===== config.mk =====
export PLATFORM = sky130hd
export DESIGN_NAME = smbd_ctrl
export DESIGN_NICKNAME = d
export VERILOG_FILES = /design/src/hw/rtl/smbd_pkg.sv /design/src/hw/rtl/smbd_ctrl.sv
export SDC_FILE = /design/constraint.sdc
export NUM_CORES = 1
export LEC_CHECK = 0
export BUFFER_PORTS_ARGS = -buffer_cell sky130_fd_sc_hd__buf_2
export CAP_MARGIN = 20
export CORE_AREA = 2 2 39 41
export DETAILED_ROUTE_END_ITERATION = 7
export DIE_AREA = 0 0 41 43
export GPL_TIMING_DRIVEN = 0
export SKIP_LAST_GASP = 1
export SLEW_MARGIN = 20
export SYNTH_ARGS = -nofsm -noshare
export SYNTH_HDL_FRONTEND = slang
export SYNTH_SLANG_ARGS = --single-unit

===== constraint.sdc =====
create_clock -name clk -period 1.3 [get_ports clk]
set_input_delay 0.13 -clock clk [delete_from_list [all_inputs] [get_ports clk]]
set_output_delay 0.13 -clock clk [all_outputs]
set_load 0.01 [all_outputs]

===== src/hw/rtl/smbd_pkg.sv =====
// Shared types and constants for the segmented memory bus decoder.
// No dependencies; every other file imports this package.
`timescale 1ns / 1ps
`default_nettype none

package smbd_pkg;

	localparam int ADDR_W = 32;
	localparam int DATA_W = 32;

	// default store sizes in bytes
	localparam int RAM_BYTES_DEF     = 2097152;
	localparam int SCRATCH_BYTES_DEF = 1024;
	localparam int IO_BYTES_DEF      = 8192;
	localparam int ROM_BYTES_DEF     = 524288;
	localparam int CCR_BYTES         = 4;

	// address match patterns
	localparam logic [ADDR_W-1:0] SEG_RAM_MASK  = 32'h1FE0_0000;
	localparam logic [ADDR_W-1:0] SCR_MASK      = 32'h1FFF_FC00;
	localparam logic [ADDR_W-1:0] SCR_BASE      = 32'h1F80_0000;
	localparam logic [ADDR_W-1:0] IO_MASK       = 32'h1FFF_F000;
	localparam logic [ADDR_W-1:0] IO_PAGE1_BASE = 32'h1F80_1000;
	localparam logic [ADDR_W-1:0] IO_PAGE2_BASE = 32'h1F80_2000;
	localparam logic [ADDR_W-1:0] ROM_MASK      = 32'h1FF8_0000;
	localparam logic [ADDR_W-1:0] ROM_BASE      = 32'h1FC0_0000;
	localparam logic [ADDR_W-1:0] CCR_ADDRESS   = 32'hFFFE_0130;

	// access codes
	localparam logic       ACT_WRITE = 1'b1;
	localparam logic [1:0] SIZE_BYTE = 2'd0;
	localparam logic [1:0] SIZE_HALF = 2'd1;

	typedef enum logic [1:0] {
		STAT_OK       = 2'd0,
		STAT_UNMAPPED = 2'd1,
		STAT_PAST_END = 2'd2
	} status_t;

	typedef enum logic [2:0] {
		REG_NONE,
		REG_RAM,
		REG_SCR,
		REG_IO,
		REG_ROM,
		REG_CCR
	} region_t;

	typedef enum logic [1:0] {
		ST_CLEAR,
		ST_IDLE,
		ST_ACCESS,
		ST_DONE
	} state_t;

	// controller -> datapath
	typedef struct packed {
		logic clear;    // zero one row of every store
		logic capture;  // take the request into the first stage
		logic access;   // perform the memory read or write
		logic load;     // load the result register
	} dp_cmd_t;

	// datapath -> controller
	typedef struct packed {
		logic clear_last;
	} dp_stat_t;

endpackage

`default_nettype wire


===== src/hw/rtl/smbd_ctrl.sv =====
// Controller of the bus decoder: clear sweep, request/response handshakes.
// Depends on smbd_pkg; drives smbd_dp through dp_cmd_t.
`timescale 1ns / 1ps
`default_nettype none

module smbd_ctrl (
	input  wire logic              clk,
	input  wire logic              arst_n,
	input  wire logic              in_valid,
	output logic                   in_ready,
	output logic                   out_valid,
	input  wire logic              out_ready,
	output smbd_pkg::dp_cmd_t      cmd,
	input  wire smbd_pkg::dp_stat_t stat,
	output smbd_pkg::state_t       state
);
	import smbd_pkg::*;

	state_t state_q, state_d;
	logic   out_valid_q, out_valid_d;

	always_ff @(posedge clk or negedge arst_n) begin
		if (!arst_n) begin
			state_q     <= ST_CLEAR;
			out_valid_q <= 1'b0;
		end else begin
			state_q     <= state_d;
			out_valid_q <= out_valid_d;
		end
	end

	always_comb begin
		state_d  = state_q;
		cmd      = '0;
		in_ready = 1'b0;
		case (state_q)
			ST_CLEAR: begin
				cmd.clear = 1'b1;
				if (stat.clear_last)
					state_d = ST_IDLE;
			end
			ST_IDLE: begin
				in_ready = 1'b1;
				if (in_valid) begin
					cmd.capture = 1'b1;
					state_d     = ST_ACCESS;
				end
			end
			ST_ACCESS: begin
				cmd.access = 1'b1;
				state_d    = ST_DONE;
			end
			ST_DONE: begin
				// wait for a free result slot
				if (!out_valid_q || out_ready) begin
					cmd.load = 1'b1;
					state_d  = ST_IDLE;
				end
			end
			default: state_d = ST_CLEAR;
		endcase

		if (cmd.load)
			out_valid_d = 1'b1;
		else if (out_ready)
			out_valid_d = 1'b0;
		else
			out_valid_d = out_valid_q;
	end

	assign out_valid = out_valid_q;
	assign state     = state_q;

endmodule

`default_nettype wire


==> results list <==
- After detailed routing, the average wire length per cell comes to 9.456 µm.
* Share of synthesized area occupied by flip-flops and latches: 30.00%
- Maximum number of pins on one net before global-route repair: 6
- Main combinational cell family by area after synthesis: adder cells
* Least setup slack across all paths after layout: -65.22 ps
* Switching Share: 39.87%
- In the final design database the tool counted 52 nets.
* Total internal power: 0.0006504 W
- Once layout is complete, the utilization of the core stands at 31.28%.
- Number of buffers on the longest clock path: 2
- DR pass1 iterations: 1
- Multiplexer cells account for 10.00% of the synthesized area.
- Fin Clk Skew: 4.381 ps
* Total power after layout: 0.001082 W
- Tcrit/Tclk final: 105.0%
- TritonCTS built the clock tree.
- Transition time at the pin with the least slew margin: 197.2 ps
- Counting the fill cells in the layout gives 150.
* Total overflow reported by the global router: 0
* Root Buffer Master: clkbuf_4
- Pwr/cell area: 2499 mW/mm²
* Simple-Gate Fraction of Synth Area: 15.50%
* Type of the setup path with the least slack: reg2reg
- Net Switching: 0.0004312 W
- Die outline area: 0.001763 mm²
- At the worst endpoint, the required time is 1410 ps.
* Sum of buffers and inverters on the critical path: 2
- The initial antenna violation count was 0.
- The number of different library cells used by synthesis comes to 12.
- Final Hold Violating Endpoints: 0
* Combinational fraction of design power: 63.5%
* Global-route wire length before repair: 772 µm
- For this run, the number of Yosys warnings is 0.
- Traced cell by cell, the critical path runs through inv_2, ha_4, clkinv_4, o221ai_4, mux2_4.
* Static leakage: 0.2083 nW
- Measured along the x axis, the die boundary spans 41 µm.
- Clock power share: 15.0%
- The floorplan has 14 rows.
- In the routed layout, each cell is associated on average with a via count of 3.632.
- DR DRC count: 0
- Number of pins exceeding their max-slew limit in the final report: 0
* Storage element area: 77.57 µm²
- Number of antenna repair diodes: 0
- The run finished, with violations left.
- The mapped netlist covers 250.2 µm².
- P&R area growth vs syn: 73.00%
- The post-route netlist has 78.05% of its cells at a drive strength greater than 1.
* Commonest non-fill, non-tap cell in the layout: buf_2
- The region available for standard cell placement spans 0.001384 mm².
- Global routing used 6.814% of the available tracks.
- For this run, the slowest stage of the critical path takes 450 ps.
- Clock-pin slew was measured on the worst setup and hold paths at 40 ps.
* Net count of the mapped netlist: 31
- Pin placement for this block handled 13 I/O pins.
* Synthesized-area fraction occupied by xor and xnor cells: 0%
- Average instance area after synthesis: 11.92 µm²
- Post-Syn Instances: 21
* Slowest stage cell on the critical path: dfrtp_2
* Worst hold slack after final layout: 195.3 ps
- The routed layout has 207 vias.
- Via count of the first global-routing pass: 219
* Count of state elements after synthesis: 3
- At the placement stage, the worst setup path has a slack of -67.35 ps.
* Max-slew headroom at the worst pin: 86.85%
- Worst min-delay path category: in2reg
- After Yosys synthesis, full adders, half adders and majority gates account for 25.00% of the synthesized area.
- Multi-input logic area: 182.7 µm²
* Minimum period implied by the final worst setup slack: 1365 ps
- Commonest non-fill, non-tap cells in the layout: buf_2, buf_4, clkbuf_4
- STA classifies the critical path endpoint as a flop.
- Count of final setup violators: 3
* Violated checks: negative setup slack
- Kind of cell adding the most delay to the critical path: flip-flops
- The detailed router finished its first iteration with 0 violations.
- Port Buf Inserts: 12
- Die boundary height: 43 µm
* Sequential share of power: 21.6%
* Top achievable clock speed: 732.5 MHz
- Routability-driven placement finished with a final weighted congestion of 0.5793.
- Clock Latency Late Sink: 230 ps
- Initial cell density of the core: 18.08%
* Number of buffers added by the clock tree synthesis step: 3
- Across the run, the number of max-cap violations was 0.
* Critical path data arrival time: 1480 ps
* Worst vdd rail ir drop: 0.0006797 V
- Post-DRT Antenna Nets: 0
- Htree depth: 1
* Crit path max fanout: 4
* Area fraction in compound gates after synthesis: 10.50%
* Total wirelength of the detailed-routed design: 539 µm
- CTS sink count: 3
* Unrepaired setup endpoints after global routing: true
- Startpoint class of the critical path: flop
- The wire-length estimate of the detail-placed layout is 381.9 µm.
==> layer usage <==
layer	global-route usage, %	wire, µm	vias to the layer above
met5	0	0	-
met4	8.000	0	0
met3	1.571	58	0
met2	9.688	256	12
met1	7.029	224	90
li1	-	-	105
==> logic make-up after synthesis <==
family,after synthesis
mux,2
compound gates,1
fa+ha+maj,5
buf+inv,5
flops,3
simple gates,5
==> power groups by stage <==
| stage | clock network (W) | logic, W | registers [W] |
|---|---|---|---|
| CTS | 0.000167 | 0.000671 | 0.000231 |
| finish | 0.000162 | 0.000687 | 0.000233 |
| global route | 0.000173 | 0.000770 | 0.000239 |
| global placement | 0 | 0.000583 | 0.000217 |
| detailed placement | 0 | 0.000581 | 0.000222 |
| floorplan | 0 | 0.000413 | 0.000231 |
==> tightest hold or removal path: cells and delay by family <==
family / cells / cell delay (ps)
and+or+nand+nor: 2 / 180
buffers and inverters: 1 / 70
==> final cells by class <==
cell class	instances	area share, %
Tap cell	16	4.624
Multi-Input combinational cell	13	42.20
Inverter	4	4.624
Clock buffer	4	6.069
Sequential cell	3	17.92
Buffer	1	1.734
Timing Repair Buffer	16	22.83
==> worst paths after layout <==
kind,startpoint,to,slack [ps],cells after the start
min in group asynchronous,arst_n,out_valid$_DFFE_PN0P_,230,2
worst min-delay path,out_ready,out_valid$_DFFE_PN0P_,200,3
worst max-delay path,state[1]$_DFFE_PN0P_,state[1]$_DFFE_PN0P_,-70,5
max in group asynchronous,arst_n,state[0]$_DFFE_PN0P_,950,2
worst max register to register,state[1]$_DFFE_PN0P_,state[1]$_DFFE_PN0P_,-70,5
worst min register to register,out_valid$_DFFE_PN0P_,out_valid$_DFFE_PN0P_,550,2
==> synthesized netlist by cell type <==
| cell | instances | area, µm² |
|---|---|---|
| nand2_1 | 1 | 3.750 |
| ha_1 | 5 | 62.56 |
| inv_1 | 2 | 7.510 |
| buf_4 | 1 | 7.510 |
| mux2_4 | 1 | 15.01 |
| and2_1 | 2 | 12.51 |
| mux2i_1 | 1 | 10.01 |
| o221ai_4 | 1 | 26.28 |
| dfrtp_1 | 3 | 75.07 |
| nand2b_4 | 1 | 13.76 |
| nand2b_2 | 1 | 8.760 |
| clkinv_1 | 2 | 7.510 |
==> through the flow <==
step                      instance area, µm²  TNS [ps]  std cells
after CTS                              421.7    -221.6         57
after detailed placement               350.3    -67.35         49
after floorplan                        270.3    -60.70         21
after global routing                   432.9    -374.1         57
final                                  432.9    -169.5         57
after global placement                 350.3    -56.42         49
==> sequential cells by signal, summed over array words and instances (netlist names) <==
name / count
out_valid: 1
state: 2
==> what timing repair did <==
| item | 4_1_cts | 5_1_grt |
|---|---|---|
| hold endpoints to repair | 3 | 0 |
| hold buffers | 1 | 0 |
| setup endpoints to repair | 3 | 5 |
| gates resized for setup | 2 | 3 |
| pin swaps | 1 | 0 |
| buffers inserted | 3 | 0 |
No activity file was read; power rests on OpenSTA's default activity.
